File: src/rtl/qpe_pkg.sv
// ----------------------------------------------------------------------------
// qpe_pkg
// shared types, character codes and helpers of the quoted-printable encoder
// ----------------------------------------------------------------------------
`default_nettype none

package qpe_pkg;

  localparam int unsigned ByteW   = 8;
  localparam int unsigned MaxChars = 7;
  localparam int unsigned CntW    = 3;
  localparam int unsigned SumW    = 9;

  localparam logic [ByteW-1:0] LineLimitReset = 8'd70;
  localparam logic [ByteW-1:0] ChEquals       = 8'd61;
  localparam logic [ByteW-1:0] ChNewline      = 8'd10;
  localparam logic [ByteW-1:0] ChComma        = 8'd44;
  localparam logic [ByteW-1:0] ChSemicolon    = 8'd59;
  localparam logic [ByteW-1:0] ChDigitZero    = 8'd48;
  localparam logic [ByteW-1:0] ChLetterA      = 8'd65;

  typedef logic [ByteW-1:0] char_t;

  typedef struct packed {
    char_t [MaxChars-1:0] chars;
    logic [CntW-1:0]      count;
    logic [ByteW-1:0]     column;
  } qpe_seq_t;

  function automatic logic is_safe(input logic [ByteW-1:0] b);
    logic safe;
    safe = 1'b0;
    if ((b inside {[8'd37:8'd90]}) && b != ChEquals && b != ChComma &&
        b != ChSemicolon) begin
      safe = 1'b1;
    end
    if (b inside {[8'd97:8'd126]}) begin
      safe = 1'b1;
    end
    return safe;
  endfunction

  function automatic char_t hex_char(input logic [3:0] nib);
    char_t c;
    if (nib < 4'd10) begin
      c = ChDigitZero + {4'd0, nib};
    end else begin
      c = ChLetterA + {4'd0, nib} - 8'd10;
    end
    return c;
  endfunction

endpackage

`default_nettype wire

File: src/rtl/qpe_in_if.sv
// ----------------------------------------------------------------------------
// qpe_in_if
// text byte channel of the quoted-printable encoder
// ----------------------------------------------------------------------------
`default_nettype none

interface qpe_in_if;
  logic       valid;
  logic       ready;
  logic [7:0] data_byte;
  logic       start_of_text;

  modport source (output valid, output data_byte, output start_of_text, input ready);
  modport sink   (input valid, input data_byte, input start_of_text, output ready);
endinterface

`default_nettype wire

File: src/rtl/qpe_out_if.sv
// ----------------------------------------------------------------------------
// qpe_out_if
// encoded character channel of the quoted-printable encoder
// ----------------------------------------------------------------------------
`default_nettype none

interface qpe_out_if;
  logic       valid;
  logic       ready;
  logic [7:0] out_char;
  logic       last_of_run;

  modport source (output valid, output out_char, output last_of_run, input ready);
  modport sink   (input valid, input out_char, input last_of_run, output ready);
endinterface

`default_nettype wire

File: src/rtl/quoted_printable_encoder.sv
// ----------------------------------------------------------------------------
// quoted_printable_encoder
// quoted-printable encoder, one text byte in, one to seven characters out
// ----------------------------------------------------------------------------
// in_ch carries a text byte and a start-of-text flag per request; out_ch
// carries one encoded character per request, with last_of_run set on the
// final character that a byte produces. cfg_we/cfg_wdata write line_limit.
// an accepted byte sits in an input register, then its whole character
// sequence is built combinationally and loaded into a shift register that
// drives out_ch. first character is offered once the byte has passed the
// input register and the shift register; a busy shift register delays it.
// throughput is set by the output: one character per cycle while out_ch is
// ready; a byte gives 1 to 7 characters (1 if safe, 3 if escaped, plus 2
// each for a text start and a soft break); the input register takes the
// next byte while the current one drains, so bytes follow without gaps.
// reset clears the column, empties both stages and sets line_limit to 70.
// when out_ch stalls, the current character holds and in_ch backs up once
// the input register is full.
// ----------------------------------------------------------------------------
`default_nettype none

module quoted_printable_encoder
  import qpe_pkg::*;
(
  input  wire logic             clk,
  input  wire logic             rst_n,
  input  wire logic             cfg_we,
  input  wire logic [ByteW-1:0] cfg_wdata,
  qpe_in_if.sink                in_ch,
  qpe_out_if.source             out_ch
);

  logic [ByteW-1:0]      line_limit_r;
  logic [ByteW-1:0]      column_r;
  logic                  hold_valid_r;
  logic [ByteW-1:0]      hold_byte_r;
  logic                  hold_start_r;
  logic                  busy_r;
  logic [CntW-1:0]       rem_r;
  char_t [MaxChars-1:0]  seq_r;

  qpe_seq_t seq;
  logic     in_take;
  logic     out_take;
  logic     load;

  qpe_build u_build (
    .data_byte     (hold_byte_r),
    .start_of_text (hold_start_r),
    .column        (column_r),
    .line_limit    (line_limit_r),
    .seq           (seq)
  );

  assign out_take = out_ch.valid && out_ch.ready;
  assign load     = hold_valid_r && (!busy_r || (out_take && rem_r == 3'd1));
  assign in_ch.ready = !hold_valid_r || load;
  assign in_take  = in_ch.valid && in_ch.ready;

  assign out_ch.valid       = busy_r;
  assign out_ch.out_char    = seq_r[0];
  assign out_ch.last_of_run = (rem_r == 3'd1);

  always_ff @(posedge clk) begin
    if (!rst_n) begin
      line_limit_r <= LineLimitReset;
    end else if (cfg_we) begin
      line_limit_r <= cfg_wdata;
    end
  end

  // input register
  always_ff @(posedge clk) begin
    if (!rst_n) begin
      hold_valid_r <= 1'b0;
    end else if (in_take) begin
      hold_valid_r <= 1'b1;
    end else if (load) begin
      hold_valid_r <= 1'b0;
    end
  end

  always_ff @(posedge clk) begin
    if (in_take) begin
      hold_byte_r  <= in_ch.data_byte;
      hold_start_r <= in_ch.start_of_text;
    end
  end

  // output shift register
  always_ff @(posedge clk) begin
    if (!rst_n) begin
      busy_r   <= 1'b0;
      rem_r    <= '0;
      column_r <= '0;
    end else if (load) begin
      busy_r   <= 1'b1;
      rem_r    <= seq.count;
      column_r <= seq.column;
    end else if (out_take) begin
      busy_r <= (rem_r != 3'd1);
      rem_r  <= rem_r - 1'b1;
    end
  end

  always_ff @(posedge clk) begin
    if (load) begin
      seq_r <= seq.chars;
    end else if (out_take) begin
      for (int i = 0; i < MaxChars - 1; i++) begin
        seq_r[i] <= seq_r[i+1];
      end
      seq_r[MaxChars-1] <= '0;
    end
  end

endmodule

`default_nettype wire

File: src/rtl/qpe_build.sv
// ----------------------------------------------------------------------------
// qpe_build
// builds the character sequence and next column for one text byte
// ----------------------------------------------------------------------------
`default_nettype none

module qpe_build
  import qpe_pkg::*;
(
  input  wire logic [ByteW-1:0] data_byte,
  input  wire logic             start_of_text,
  input  wire logic [ByteW-1:0] column,
  input  wire logic [ByteW-1:0] line_limit,
  output qpe_seq_t              seq
);

  logic [CntW-1:0]  n;
  logic [ByteW-1:0] col_base;
  logic [SumW-1:0]  col_sum;
  logic             safe;

  always_comb begin
    seq.chars = '0;
    n         = '0;
    safe      = is_safe(data_byte);
    col_base  = start_of_text ? '0 : column;

    if (start_of_text) begin
      seq.chars[n] = ChEquals;
      n = n + 1'b1;
      seq.chars[n] = ChNewline;
      n = n + 1'b1;
    end

    if (safe) begin
      seq.chars[n] = data_byte;
      n = n + 1'b1;
      col_sum = {1'b0, col_base} + 9'd1;
    end else begin
      seq.chars[n] = ChEquals;
      n = n + 1'b1;
      seq.chars[n] = hex_char(data_byte[7:4]);
      n = n + 1'b1;
      seq.chars[n] = hex_char(data_byte[3:0]);
      n = n + 1'b1;
      col_sum = {1'b0, col_base} + 9'd3;
    end

    if (col_sum > {1'b0, line_limit}) begin
      seq.chars[n] = ChEquals;
      n = n + 1'b1;
      seq.chars[n] = ChNewline;
      n = n + 1'b1;
      seq.column = '0;
    end else begin
      seq.column = col_sum[ByteW-1:0];
    end

    seq.count = n;
  end

endmodule

`default_nettype wire

File: src/flat_wrapper.sv
// flat-port wrapper written by rule: the top's interface ports become plain ports
module quoted_printable_encoder_flat import qpe_pkg::*;
  (clk, rst_n, cfg_we, cfg_wdata, in_ch_valid, in_ch_data_byte, in_ch_start_of_text, in_ch_ready, out_ch_valid, out_ch_out_char, out_ch_last_of_run, out_ch_ready);
  qpe_in_if in_ch_i ();
  qpe_out_if out_ch_i ();
  input  wire logic clk;
  input  wire logic rst_n;
  input  wire logic cfg_we;
  input  wire logic [ByteW-1:0] cfg_wdata;
  input wire logic [$bits(in_ch_i.valid)-1:0] in_ch_valid;
  input wire logic [$bits(in_ch_i.data_byte)-1:0] in_ch_data_byte;
  input wire logic [$bits(in_ch_i.start_of_text)-1:0] in_ch_start_of_text;
  output wire logic [$bits(in_ch_i.ready)-1:0] in_ch_ready;
  output wire logic [$bits(out_ch_i.valid)-1:0] out_ch_valid;
  output wire logic [$bits(out_ch_i.out_char)-1:0] out_ch_out_char;
  output wire logic [$bits(out_ch_i.last_of_run)-1:0] out_ch_last_of_run;
  input wire logic [$bits(out_ch_i.ready)-1:0] out_ch_ready;
  assign in_ch_i.valid = in_ch_valid;
  assign in_ch_i.data_byte = in_ch_data_byte;
  assign in_ch_i.start_of_text = in_ch_start_of_text;
  assign in_ch_ready = in_ch_i.ready;
  assign out_ch_valid = out_ch_i.valid;
  assign out_ch_out_char = out_ch_i.out_char;
  assign out_ch_last_of_run = out_ch_i.last_of_run;
  assign out_ch_i.ready = out_ch_ready;
  quoted_printable_encoder u_core (.clk(clk), .rst_n(rst_n), .cfg_we(cfg_we), .cfg_wdata(cfg_wdata), .in_ch(in_ch_i), .out_ch(out_ch_i));
endmodule
File: config.mk
export PLATFORM = sky130hd
export DESIGN_NAME = quoted_printable_encoder_flat
export DESIGN_NICKNAME = d
export VERILOG_FILES = /design/src/rtl/qpe_pkg.sv /design/src/rtl/qpe_in_if.sv /design/src/rtl/qpe_out_if.sv /design/src/rtl/quoted_printable_encoder.sv /design/src/rtl/qpe_build.sv /design/src/flat_wrapper.sv
export SDC_FILE = /design/constraint.sdc
export NUM_CORES = 1
export LEC_CHECK = 0
export ABC_AREA = 1
export BUFFER_PORTS_ARGS = -buffer_cell sky130_fd_sc_hd__clkbuf_2
export CAP_MARGIN = 20
export CELL_PAD_IN_SITES_DETAIL_PLACEMENT = 1
export CELL_PAD_IN_SITES_GLOBAL_PLACEMENT = 1
export CORE_ASPECT_RATIO = 1.2
export CORE_MARGIN = 4
export CORE_UTILIZATION = 45
export CTS_CLUSTER_DIAMETER = 80
export DETAILED_ROUTE_END_ITERATION = 7
export MAX_ROUTING_LAYER = met4
export PLACE_DENSITY_LB_ADDON = 0.2
export RECOVER_POWER = 25
export SLEW_MARGIN = 20
export SYNTH_ARGS = -nofsm -noshare
export SYNTH_HDL_FRONTEND = slang
export SYNTH_SLANG_ARGS = --single-unit
export TNS_END_PERCENT = 1
File: constraint.sdc
create_clock -name clk -period 8.85 [get_ports clk]
set_input_delay 2.655 -clock clk [delete_from_list [all_inputs] [get_ports clk]]
set_output_delay 2.655 -clock clk [all_outputs]
set_load 0.1 [all_outputs]
======== After elaboration in Yosys (flattened, before gate mapping) ========
Cells that the tools add are included.
cells by class
  equal/unequal tests ..................... 5
  magnitude comparators ................... 17
  multiplexer cells ....................... 36
  div/mod/pow operators ................... 0
  $mul .................................... 0
  shift-type cells ........................ 0
  bitwise gates (word level) .............. 9
  reduce and logical (&&, ||, !) cells .... 20
  add/sub/neg operators ................... 14
operator list
  kind                 count
  $mux 56              4
  $bwmux 56            3
  $demux 8 s3          5
  $mux 8               11
  $and 42x42->42       1
  $not 21->21          2
  $not 42->42          1
  $or 10x35->35        1
  $or 35x35->35        1
  $ne 8x6->1 const B   3
  $and 21x21->21       1
  $and 4x21->21        1
  $lt 3x4->1 const B   5
  $add 7x4->8 const A  2
  $le 8x7->1 const B   2
  $sub 8x4->8 const B  2
  $add 3x1->3 const B  5
  $ge 3x1->1 const B   5
  $add 6x4->7 const A  2
  $logic_and 1x1->1    14
  $or 14x14->14        1
  $mux 12              1
  $mux 3               4
  $add 8x1->9 const B  1
  14 further kinds     23
storage, ports and cells
  latch bits .............................. 0
  logic and storage cells ................. 115
  RAM bits ................................ 0
  output and inout bits ................... 11
  bits in read-only memories .............. 0
  register bits after elaboration ......... 86
  input port bits ......................... 22
  memories ................................ 0

======== Logic depth before layout (Yosys ltp) ========
Gate-level depths: netlist (run 1).
  depth after elaboration ................. 17
  depth in mapped cells ................... 28
  gate-level depth less buffers ........... 28

======== By module ========
A second synthesis (run 1) with hierarchy kept.
unflattened totals
  cell total of the unflattened synthesis .. 670
  area, all modules ....................... 5235.0 um^2
modules (own cells, without submodules)
  module                    seq. area each (um^2)  area each (um^2)  cells an instance  instances
  quoted_printable_encoder  2372.3                 3577.2            360                1
  qpe_build                 0.0                    1657.8            310                1

======== Worst setup path after synthesis (run 1) ========
No wires, ideal clock.
  path type ............................... input to output
  start ................................... input out_ch_ready
  end ..................................... output in_ch_ready
  setup slack ............................. 2.554 ns
  stages .................................. 4
  data required time ...................... 6.195 ns
  path buffers ............................ 0
  arrival time ............................ 3.641 ns
  path through ............................ nand2_1 o21ai_1 inv_1 nand2_1
on the way
  longest elaborated chain between the ends .. 5
ends and longest elaborated chain
  element            RTL line                        text
  from (decl)        flat_wrapper.sv:17              input wire logic [$bits(out_ch_i.ready)-1:0] out_ch_ready;
  $logic_and 1x1->1  quoted_printable_encoder.sv:55  assign out_take = out_ch.valid && out_ch.ready;
  $logic_and 1x1->1  quoted_printable_encoder.sv:56  assign load = hold_valid_r && (!busy_r || (out_take && rem_r == 3'd1));
  $logic_or 1x1->1   quoted_printable_encoder.sv:56
  $logic_and 1x1->1  quoted_printable_encoder.sv:56
  $logic_or 1x1->1   quoted_printable_encoder.sv:57  assign in_ch.ready = !hold_valid_r || load;
  to (decl)          flat_wrapper.sv:13              output wire logic [$bits(in_ch_i.ready)-1:0] in_ch_ready;
No other way between the ends.

======== Worst setup path after layout (run 1) ========
Ends and elaborated chain as after synthesis.

==> metrics.csv, run 1 <==
stage,metric,value,unit
clock_tree,cts_buffer_depth,2,
layout,final_common_cell,nand2_1,
layout,area_growth_syn_to_layout,9.68,%
clock_tree,clkSinkCount,72,
critical_path,worstPathArrival,3.57,ns
yosys,synth_area_leaders,"edfxtp_1, dfxtp_1, nand2_1, ha_1, inv_1",
layout,antenna_cells,0,
die,core,0.00870,sq mm
clock_tree,clk_pin_slew,0.07,ns
critical_path,cp_max_fo,4,
yosys,synth_edf_count,51,
power,total_power,0.000860,W
timing,fmax,0.161,GHz
clock_tree,cts_tree,done,
grt,overflow,0,
grt,grt_pass1_wl,16700,um
flow_run,drv_cap,1,
yosys,ys_async_sr_fraction,0,
grt,grt_use_total,0.207,
placement,place_inst,596,
yosys,netlist_instances,469,
clock_tree,cts-buffers-inserted,9,
yosys,yosys.area.top_type_share,0.376,
grt,antenna_found_initial,0,
power,ir_drop,0.0933,mV
detailed_routing,drc,0,
yosys,yosys_warnings,0,
timing,grt_setup_unrepaired,no,
layout,most-common-layout-cells,"nand2_1, inv_1, edfxtp_1",
detailed_routing,drt_wl_total,9830,um
detailed_routing,ant_nets,0,
timing,finalCriticalPeriod,6.23,ns
die,start_util,0.468,
yosys,yosysSeqAreaShare,0.479,
grt,grt_pass1_vias,3421,
outcome,status,"finished, violations left",
critical_path,crit_type,input port to output pin,
detailed_routing,route.detailed.wl_per_inst,16.1,um
grt,grt_max_degree,60,
die,die_h,112,um
placement,dpl_worst_slack,2.57,ns
layout,finalNonFillerCells,612,
timing,skew,0.0101,ns
die,std_cell_rows,37,
critical_path,worstSetupStartpointType,input port,
yosys,ys.flop_type,edfxtp_1,
die,fp.dieW,94.8,um
detailed_routing,routed_via_density,5.33,
clock_tree,postCtsHoldBufs,0,
detailed_routing,num_vias,3263,
clock_tree,cts_setup_buffers,0,
timing,tns,0,ns
clock_tree,cts-root-buf,clkbuf_8,
timing,tightest_slew,2.56,ns
timing,slew_viol_final,49,
yosys,synth_nets,515,
layout,nets,536,
timing,setup_viol,0,
placement,place.gp.congestion,0.838,
detailed_routing,first_pass_iters,4,
min_path,min_path_type,flop to flop,
power,p_per_area,193,mW/mm^2
timing,maxSlewHeadroom,-0.708,
clock_tree,clock_latency,0.35,ns
yosys,ys_seq_elements,72,
timing,period_share,0.704,
layout,drive_gt1_frac,0.149,
critical_path,crit_required,6.20,ns
die,io_pins,33,
clock_tree,cts_max_level,3,
timing,hold_viol,0,
placement,hpwl,7080,um
placement,numPortBuffers,32,
yosys,syn_area,0.00407,sq mm
outcome,violations,"capacitance limit, slew limit",
detailed_routing,drtIter0Drc,103,
yosys,synth.distinct_cells,36,
yosys,syn_area_per_cell,8.68,sq um
clock_tree,post_cts_resized,0,
timing,setup_ws,2.62,ns
power,p_leak,1.99,nW
die,die-area,0.0106,sq mm
critical_path,crit_path_end_kind,output pin,
yosys,yosys.area.top_type,edfxtp_1,
==> cell type report <==
type / count / area (sq um)
fill: 1081 / 4240
sequential: 72 / 1950
multi-input combinational: 307 / 1730
inverter: 66 / 250
timing repair buffer: 34 / 170
tap: 117 / 146
clock buffer: 10 / 128
clock inverter: 6 / 92.6
==> synth_stat cells (4+ instances only) <==
cell type	number
a21oi_1	28
a31oi_1	6
buf_2	7
buf_4	9
clkbuf_1	5
dfxtp_1	21
edfxtp_1	51
ha_1	23
inv_1	61
inv_2	4
nand2_1	89
nand3_1	36
nand4_1	4
nor2_1	25
o21ai_0	31
o21ai_1	24
or2_2	6
xor2_1	7
==> critical path, stage by stage <==
cell	delay, ns
clkbuf_2	0.08
nand2_1	0.06
o21ai_1	0.13
inv_1	0.10
nand2_1	0.09
clkbuf_2	0.46
==> metrics by stage <==
step | area [sq um] | utilization | hold slack (ns)
2_1_floorplan | 4070 | - | 0.435
3_3_place_gp | 4260 | 0.490 | 0.453
3_5_place_dp | 4260 | 0.490 | 0.461
4_1_cts | 4480 | 0.515 | 0.472
5_1_grt | 4470 | 0.513 | 0.507
6_report | 4470 | 0.513 | 0.472
==> sequential cells by signal, indices dropped and copies added (netlist names) <==
register / cells
u_core.hold_start_r: 1
u_core.line_limit_r: 8
u_core.seq_r: 34
u_core.hold_byte_r: 8
u_core.out_ch.out_char: 8
u_core.column_r: 8
u_core.rem_r: 3
u_core.hold_valid_r: 1
u_core.out_ch.valid: 1
==> worst paths after layout <==
check                                            start                      to  slack, ns  depth (start not counted)
worst max-delay path                      out_ch_ready             in_ch_ready       2.62                          6
worst max register to register   u_core.hold_byte_r[1]        u_core.seq_r[17]       4.13                         26
worst min-delay path            u_core.line_limit_r[5]  u_core.line_limit_r[5]       0.47                          2
worst min register to register  u_core.line_limit_r[5]  u_core.line_limit_r[5]       0.47                          2
==> where the power goes <==
group / switching [W] / internal (W) / total [W]
sequential: 0.0000145 / 0.000395 / 0.000409
clock: 0.000132 / 0.000160 / 0.000292
combinational: 0.000115 / 0.0000439 / 0.000159
==> layer usage <==
layer	track usage	vias to the layer above	routed length (um)	part of all wire
met4	0.0577	0	161	0.016
met3	0.0342	14	251	0.026
met2	0.368	55	5450	0.55
met1	0.237	1595	3960	0.40
li1	-	1599	-	-
met5	-	-	0	0
==> kinds of logic (layout without fill, tap and decap cells) <==
family | after synthesis | in the layout | share of synthesized area
other | 1 | 1 | 0.000921
adder cells (fa/ha/maj) | 24 | 24 | 0.0756
AND/OR/NAND/NOR | 177 | 177 | 0.202
buffers and inverters | 90 | 116 | 0.0977
AO/OA/AOI/OAI | 98 | 98 | 0.129
flip-flops | 72 | 72 | 0.479
XOR/XNOR | 7 | 7 | 0.0151
No activity file was read; power rests on OpenSTA's default activity.
==> inputs of run 2 (changes only) <==
ABC_AREA = 0   (was 1)
CORE_UTILIZATION = 43   (was 45)
clock period = 5.25 ns   (was 8.85 ns; I/O delays follow)
==> run 2 against run 1 <==
Compared with the run above: the run still ends with capacitance limit, slew limit left; count of clock-buffer cells in the layout is 4 higher; power is 66% higher; register-to-register slack worse by 3.8 ns; non-clock buffer count is 5 higher; core utilization is 2.5 points lower; combinational power is 60% higher; wire length is 0.58% higher; cell area is 0.84% lower; sequential power is 68% higher; cell count is 12% lower; largest cell class unchanged; die area is 2.6% higher.
==> metrics.csv, run 2 <==
stage,metric,value,unit,change
timing,tns,0,ns,unchanged
layout,finalNonFillerCells,539,,was 612
min_path,min_path_type,flop to flop,,unchanged
yosys,yosys.area.top_type_share,0.383,,was 0.376
placement,dpl_worst_slack,0.305,ns,was 2.57 ns
yosys,synth_edf_count,51,,unchanged
grt,grtUsageMet1,0.230,,was 0.237
timing,tightest_slew,1.89,ns,was 2.56 ns
grt,antenna_found_initial,0,,unchanged
clock_tree,postCtsHoldBufs,0,,unchanged
yosys,yosys_warnings,0,,unchanged
power,internal-power,0.00101,W,was 0.000599 W
power,p_leak,1.69,nW,was 1.99 nW
timing,setup_ws,0.340,ns,was 2.62 ns
die,fp.dieW,96.1,um,was 94.8 um
critical_path,worstPathCellList,"inv_1, ha_1, or4b_1, a21oi_1, nor4_2, a21o_4, clkinv_2, ha_1, a21oi_1, o21ai_0, a21oi_1, ha_1, o21a_1, o21ai_0, a311oi_1, or2_4, a31oi_2, a21oi_1",,"was clkbuf_2, nand2_1, o21ai_1, inv_1, nand2_1, clkbuf_2"
yosys,synth.distinct_cells,60,,was 36
layout,nets,460,,was 536
grt,grt_pass1_vias,3172,,"was 3,421"
yosys,synth_nets,439,,was 515
die,die-area,0.0109,sq mm,was 0.0106 sq mm
critical_path,crit_path_end_kind,flop,,was output pin
power,p_per_area,322,mW/mm^2,was 193 mW/mm^2
yosys,ys_seq_elements,72,,unchanged
layout,final_core_util,0.488,,was 0.513
timing,finalCriticalPeriod,4.91,ns,
detailed_routing,route.detailed.wl_per_inst,18.3,um,was 16.1 um
critical_path,crit_type,flop to flop,,was input port to output pin
placement,place.gp.congestion,0.818,,was 0.838
detailed_routing,drtIter0Drc,176,,was 103
timing,maxSlewHeadroom,-0.263,,was -0.708
timing,hold_viol,0,,unchanged
critical_path,worstPathArrival,5.01,ns,was 3.57 ns
outcome,status,"finished, violations left",,unchanged
timing,period_share,0.935,,
power,pwr-share-comb,0.178,,was 0.184
outcome,violations,"capacitance limit, slew limit",,unchanged
timing,slew_viol_final,49,,unchanged
grt,grtUsageMet3,0.0343,,was 0.0342
die,core,0.00908,sq mm,was 0.00870 sq mm
die,io_pins,33,,unchanged
yosys,synth_commonest_cells,"edfxtp_1, nand2_1, nor2_1",,"was nand2_1, inv_1, edfxtp_1"
critical_path,critical-path-max-stage-delay,0.52,ns,was 0.46 ns
placement,place_inst,523,,was 596
yosys,ys.flop_type,edfxtp_1,,unchanged
power,ir_drop,0.117,mV,was 0.0933 mV
clock_tree,cts-buffers-inserted,9,,unchanged
grt,top_usage_layer,met2,,unchanged
placement,numPortBuffers,32,,unchanged
die,std_cell_rows,38,,was 37
power,p_sw,0.000415,W,was 0.000261 W
timing,holdWs,0.462,ns,was 0.472 ns
clock_tree,cts-root-buf,clkbuf_8,,unchanged
clock_tree,cts_tree,done,,unchanged
power,p_clk_frac,0.340,,about the same
detailed_routing,drt_wl_total,9880,um,was 9830 um
yosys,yosysSeqAreaShare,0.488,,was 0.479
yosys,yosys.area.top_type,edfxtp_1,,unchanged
timing,fmax,0.204,GHz,
yosys,syn_area,0.00400,sq mm,was 0.00407 sq mm
detailed_routing,num_vias,3056,,"was 3,263"
grt,overflow,0,,unchanged
grt,grt_max_degree,49,,was 60
timing,skew,0.00712,ns,was 0.0101 ns
detailed_routing,drc,0,,unchanged
critical_path,cp_max_fo,9,,was 4
flow_run,drv_cap,1,,unchanged
yosys,netlist_instances,393,,was 469
critical_path,r2r_cells,18,,was 26
grt,grt_use_total,0.201,,was 0.207
detailed_routing,routed_via_density,5.67,,was 5.33
layout,most-common-layout-cells,"edfxtp_1, nand2_1, clkbuf_2",,"was nand2_1, inv_1, edfxtp_1"
layout,antenna_cells,0,,unchanged
yosys,synth_area_leaders,"edfxtp_1, dfxtp_1, ha_1, nand2_1, o21ai_0",,"was edfxtp_1, dfxtp_1, nand2_1, ha_1, inv_1"
yosys,ys_async_sr_fraction,0,,unchanged
layout,largest_reg_flops,34,,unchanged
detailed_routing,first_pass_iters,4,,unchanged
critical_path,worstSetupStartpointType,flop,,was input port
critical_path,cpMostUsedCell,a21oi_1,,
critical_path,crit_required,5.35,ns,was 6.20 ns
die,start_util,0.441,,was 0.468
clock_tree,clkSinkCount,72,,unchanged
timing,grt_setup_unrepaired,no,,unchanged
min_path,min_path_cells,2,,unchanged
yosys,syn_area_per_cell,10.2,sq um,was 8.68 sq um
power,p_sw_frac,0.291,,was 0.304
clock_tree,cts_max_level,3,,unchanged
grt,grt_pass1_wl,16100,um,"was 16,700 um"
layout,area_growth_syn_to_layout,10.7,%,was 9.68%
layout,regMostFlops,u_core.seq_r,,unchanged
layout,final_common_cell,edfxtp_1,,was nand2_1
clock_tree,clk_pin_slew,0.07,ns,about the same
detailed_routing,ant_nets,0,,unchanged
grt,gr-usage-met2,0.336,,was 0.368
layout,drive_gt1_frac,0.155,,was 0.149
die,die_h,114,um,was 112 um
yosys,synth.most_common_cell,edfxtp_1,,was nand2_1
clock_tree,clock_latency,0.37,ns,was 0.35 ns
timing,setup_viol,0,,unchanged
power,p_seq_frac,0.482,,was 0.476
critical_path,crit_slowest_cell,edfxtp_1,,was clkbuf_2
placement,hpwl,7180,um,was 7080 um
clock_tree,cts_buffer_depth,2,,unchanged
==> run 2: layout make-up <==
cell class | instances | area [sq um]
multi-input cells | 274 | 1830
clock buffers | 14 | 183
repair buffers | 39 | 210
clock inverters | 2 | 35.0
fillers | 1047 | 4650
flip-flops and latches | 72 | 1950
well taps | 120 | 150
inverters | 18 | 68.8
==> run 2: kinds of logic (layout without fill, tap and decap cells) <==
group / Yosys count / after routing / synth area share
flops: 72 / 72 / 0.488
simple gates: 130 / 130 / 0.159
fa+ha+maj: 24 / 24 / 0.0769
compound gates: 104 / 104 / 0.183
other cells: 1 / 1 / 0.000937
mux: 8 / 8 / 0.0206
xor+xnor: 7 / 7 / 0.0153
buf+inv: 47 / 73 / 0.0563
==> run 2: path summary, 6_finish.rpt <==
| kind | endpoint | slack, ns | from |
|---|---|---|---|
| min | u_core.column_r[1] | 0.46 | u_core.column_r[1] |
| min reg2reg | u_core.column_r[1] | 0.46 | u_core.column_r[1] |
| max | u_core.out_ch.out_char[3] | 0.34 | u_core.hold_byte_r[1] |
| max reg2reg | u_core.out_ch.out_char[3] | 0.34 | u_core.hold_byte_r[1] |
==> run 2: metrics by stage <==
step                total power (W)  area, sq um
floorplan                  0.000892         4000
global placement           0.000948         4210
detailed placement         0.000956         4210
CTS                         0.00144         4430
global route                0.00149         4430
finish                      0.00143         4430
==> run 2: metal layers <==
layer | share of wire | vias to the layer above
met5 | 0 | -
met4 | 0.025 | 0
met1 | 0.41 | 1517
met2 | 0.54 | 42
li1 | - | 1478
met3 | 0.026 | 19
==> run 2: timing repair <==
item	CTS	global route
endpoints found under the setup margin	0	8
setup buffers	0	0
gates resized for setup	0	2
==> run 2: critical path: cells and delay by family, from the launching register on <==
family,cells,cell delay (ns)
AOI/OAI and AO/OA,10,2.22
adders and majority gates,3,0.77
buffers and inverters,2,0.27
DFF,1,0.52
and+or+nand+nor,3,0.86
==> run 2: power by group through the flow <==
stage / combinational [W] / clock [W] / sequential, W
after floorplan: 0.000200 / 0 / 0.000692
after global placement: 0.000250 / 0 / 0.000698
after detailed placement: 0.000256 / 0 / 0.000700
after CTS: 0.000258 / 0.000494 / 0.000687
after global routing: 0.000279 / 0.000515 / 0.000692
final: 0.000254 / 0.000484 / 0.000687
==> inputs of run 3 (changes only) <==
CORE_ASPECT_RATIO = default   (was 1.2)
==> run 3 against run 2 <==
Compared with the run above: the flow still finishes with violations (capacitance limit, slew limit); largest cell class unchanged; combinational power hardly changed; global-route usage down 0.79 points; flip-flop and latch count unchanged; wire length shrank 2.1%; clock power up 13%; register-to-register slack better by 0.06 ns; clock skew hardly changed; count of clock-buffer cells in the layout decreased by 4; critical path type unchanged.
==> metrics.csv, run 3 (same netlist as run 2, synthesis figures left out) <==
stage,metric,value,unit,change
die,fp.dieW,104,um,was 96.1 um
grt,grt_pass1_wl,16400,um,"was 16,100 um"
die,start_util,0.450,,was 0.441
outcome,violations,"capacitance limit, slew limit",,unchanged
grt,grt_max_degree,49,,unchanged
min_path,min_path_cells,2,,unchanged
critical_path,cp_max_fo,9,,unchanged
detailed_routing,ant_nets,0,,unchanged
detailed_routing,drtIter0Drc,202,,was 176
critical_path,crit_family,compound AO/OA/AOI/OAI gates,,unchanged
clock_tree,cts_max_level,3,,unchanged
die,std_cell_rows,34,,was 38
critical_path,crit_buf_inv,2,,unchanged
power,ir_drop,0.156,mV,was 0.117 mV
layout,final_common_cell,edfxtp_1,,unchanged
clock_tree,cts_buffer_depth,2,,unchanged
layout,fillers,997,,"was 1,047"
timing,skew,0.00719,ns,was 0.00712 ns
grt,antenna_found_initial,0,,unchanged
outcome,status,"finished, violations left",,unchanged
detailed_routing,route.detailed.wl_per_inst,18.4,um,was 18.3 um
detailed_routing,drt_wl_total,9670,um,was 9880 um
layout,nets,459,,was 460
die,io_pins,33,,unchanged
detailed_routing,drc,0,,unchanged
critical_path,r2r-end,u_core.seq_r[14],,was u_core.out_ch.out_char[3]
die,die_h,104,um,was 114 um
layout,regMostFlops,u_core.seq_r,,unchanged
power,p_leak,1.70,nW,was 1.69 nW
critical_path,crit_type,flop to flop,,unchanged
detailed_routing,routed_via_density,5.80,,was 5.67
clock_tree,clock_latency,0.35,ns,was 0.37 ns
min_path,hold_start,u_core.column_r[1],,unchanged
timing,maxSlewHeadroom,-0.247,,was -0.263
clock_tree,clk_pin_slew,0.08,ns,was 0.07 ns
die,core,0.00889,sq mm,was 0.00908 sq mm
layout,largest_reg_flops,34,,unchanged
grt,grt_use_total,0.193,,was 0.201
detailed_routing,num_vias,3052,,"was 3,056"
timing,grt_setup_unrepaired,no,,unchanged
clock_tree,cts-root-buf,clkbuf_8,,unchanged
timing,finalCriticalPeriod,4.85,ns,was 4.91 ns
detailed_routing,first_pass_iters,4,,unchanged
critical_path,r2r_start,u_core.hold_byte_r[1],,unchanged
placement,numPortBuffers,32,,unchanged
timing,setup_viol,0,,unchanged
min_path,min_to,u_core.column_r[1],,unchanged
clock_tree,cts-buffers-inserted,9,,unchanged
layout,design_area,0.00443,sq mm,about the same
placement,place.gp.congestion,0.878,,was 0.818
clock_tree,cts_setup_buffers,0,,unchanged
timing,tightest_slew,1.87,ns,was 1.89 ns
critical_path,r2r_cells,18,,unchanged
critical_path,crit_path_end_kind,flop,,unchanged
grt,overflow,0,,unchanged
timing,hold_viol,0,,unchanged
layout,multi_input_area,0.00183,sq mm,about the same
flow_run,drv_cap,1,,unchanged
placement,hpwl,6860,um,was 7180 um
layout,finalNonFillerCells,526,,was 539
placement,place_inst,510,,was 523
min_path,min_path_type,flop to flop,,unchanged
power,p_per_area,335,mW/mm^2,was 322 mW/mm^2
timing,period_share,0.925,,was 0.935
timing,tns,0,ns,unchanged
critical_path,crit_required,5.38,ns,was 5.35 ns
critical_path,worstPathArrival,4.99,ns,was 5.01 ns
critical_path,rrSetupSlack,0.40,ns,was 0.34 ns
die,die-area,0.0109,sq mm,about the same
placement,place_area,0.00419,sq mm,was 0.00421 sq mm
layout,area_growth_syn_to_layout,10.8,%,was 10.7%
timing,fmax,0.206,GHz,was 0.204 GHz
critical_path,worstSetupStartpointType,flop,,unchanged
critical_path,worstPathCellList,"inv_1, ha_1, or4b_1, a21oi_1, nor4_2, a21o_4, clkinv_2, ha_1, a21oi_1, o21ai_0, a21oi_1, ha_1, o21a_1, o21ai_0, a311oi_1, or2_4, and2_1, o41ai_1",,"was inv_1, ha_1, or4b_1, a21oi_1, nor4_2, a21o_4, clkinv_2, ha_1, a21oi_1, o21ai_0, a21oi_1, ha_1, o21a_1, o21ai_0, a311oi_1, or2_4, a31oi_2, a21oi_1"
critical_path,crit_slowest_cell,edfxtp_1,,unchanged
layout,most-common-layout-cells,"edfxtp_1, nand2_1, clkbuf_2",,unchanged
clock_tree,cts_tree,done,,unchanged
layout,drive_gt1_frac,0.153,,was 0.155
layout,ff_latch_area,0.00195,sq mm,unchanged
clock_tree,clkSinkCount,72,,unchanged
timing,slew_viol_final,49,,unchanged
grt,grt_pass1_vias,3114,,"was 3,172"
critical_path,critical-path-max-stage-delay,0.53,ns,was 0.52 ns
layout,antenna_cells,0,,unchanged
[run 3: metrics by stage]
stage	hold slack, ns	setup slack [ns]	power, W	util
3_3_place_gp	0.448	0.506	0.000946	0.471
2_1_floorplan	0.436	0.689	0.000892	-
5_1_grt	0.492	0.00643	0.00156	0.499
3_5_place_dp	0.453	0.319	0.000953	0.471
6_report	0.461	0.395	0.00148	0.499
4_1_cts	0.463	0.269	0.00150	0.498
[run 3: report_power, final]
part	internal [W]	total (W)	switching, W	leakage (nW)
clock	0.000319	0.000546	0.000227	0.121
sequential	0.000663	0.000688	0.0000245	0.661
combinational	0.0000759	0.000251	0.000175	0.914
total	0.00106	0.00148	0.000426	1.70
[run 3: worst register-to-register path, delay by kind of cell (launching register included)]
kind            cells  cell delay [ns]
fa+ha+maj           3             0.76
simple gates        4             1.09
flops               1             0.53
compound gates      9             2.02
buf+inv             2             0.25
[run 3: metal layers]
| layer | global-route usage | vias to the layer above | share of wire |
|---|---|---|---|
| li1 | - | 1477 | - |
| met1 | 0.269 | 1480 | 0.48 |
| met2 | 0.277 | 76 | 0.45 |
| met3 | 0.0397 | 19 | 0.051 |
| met4 | 0.0693 | 0 | 0.019 |
| met5 | - | - | 0 |
[run 3: worst max-delay path by stage]
stage,from,to,slack [ns],depth (start not counted)
2_1_floorplan,u_core.hold_byte_r[1],u_core.seq_r[43],0.69,21
5_1_grt,u_core.hold_byte_r[1],u_core.seq_r[14],0.006,18
6_report,u_core.hold_byte_r[1],u_core.seq_r[14],0.40,18
3_3_place_gp,u_core.hold_byte_r[1],u_core.out_ch.out_char[6],0.51,19
4_1_cts,u_core.hold_byte_r[1],u_core.out_ch.out_char[6],0.27,18
3_5_place_dp,u_core.hold_byte_r[1],u_core.out_ch.out_char[6],0.32,19
[run 3: final cells by class]
cell class                 instances  area share
sequential                        72       0.440
multi-input combinational        274       0.413
clock buffer                      10      0.0288
tap                              108      0.0305
inverter                          18      0.0155
clock inverter                     6      0.0262
timing repair buffer              38      0.0454
[run 3: timing repair]
item,in CTS,in global routing
hold buffers,0,0
endpoints found under the setup margin,0,9
resized for setup,0,1
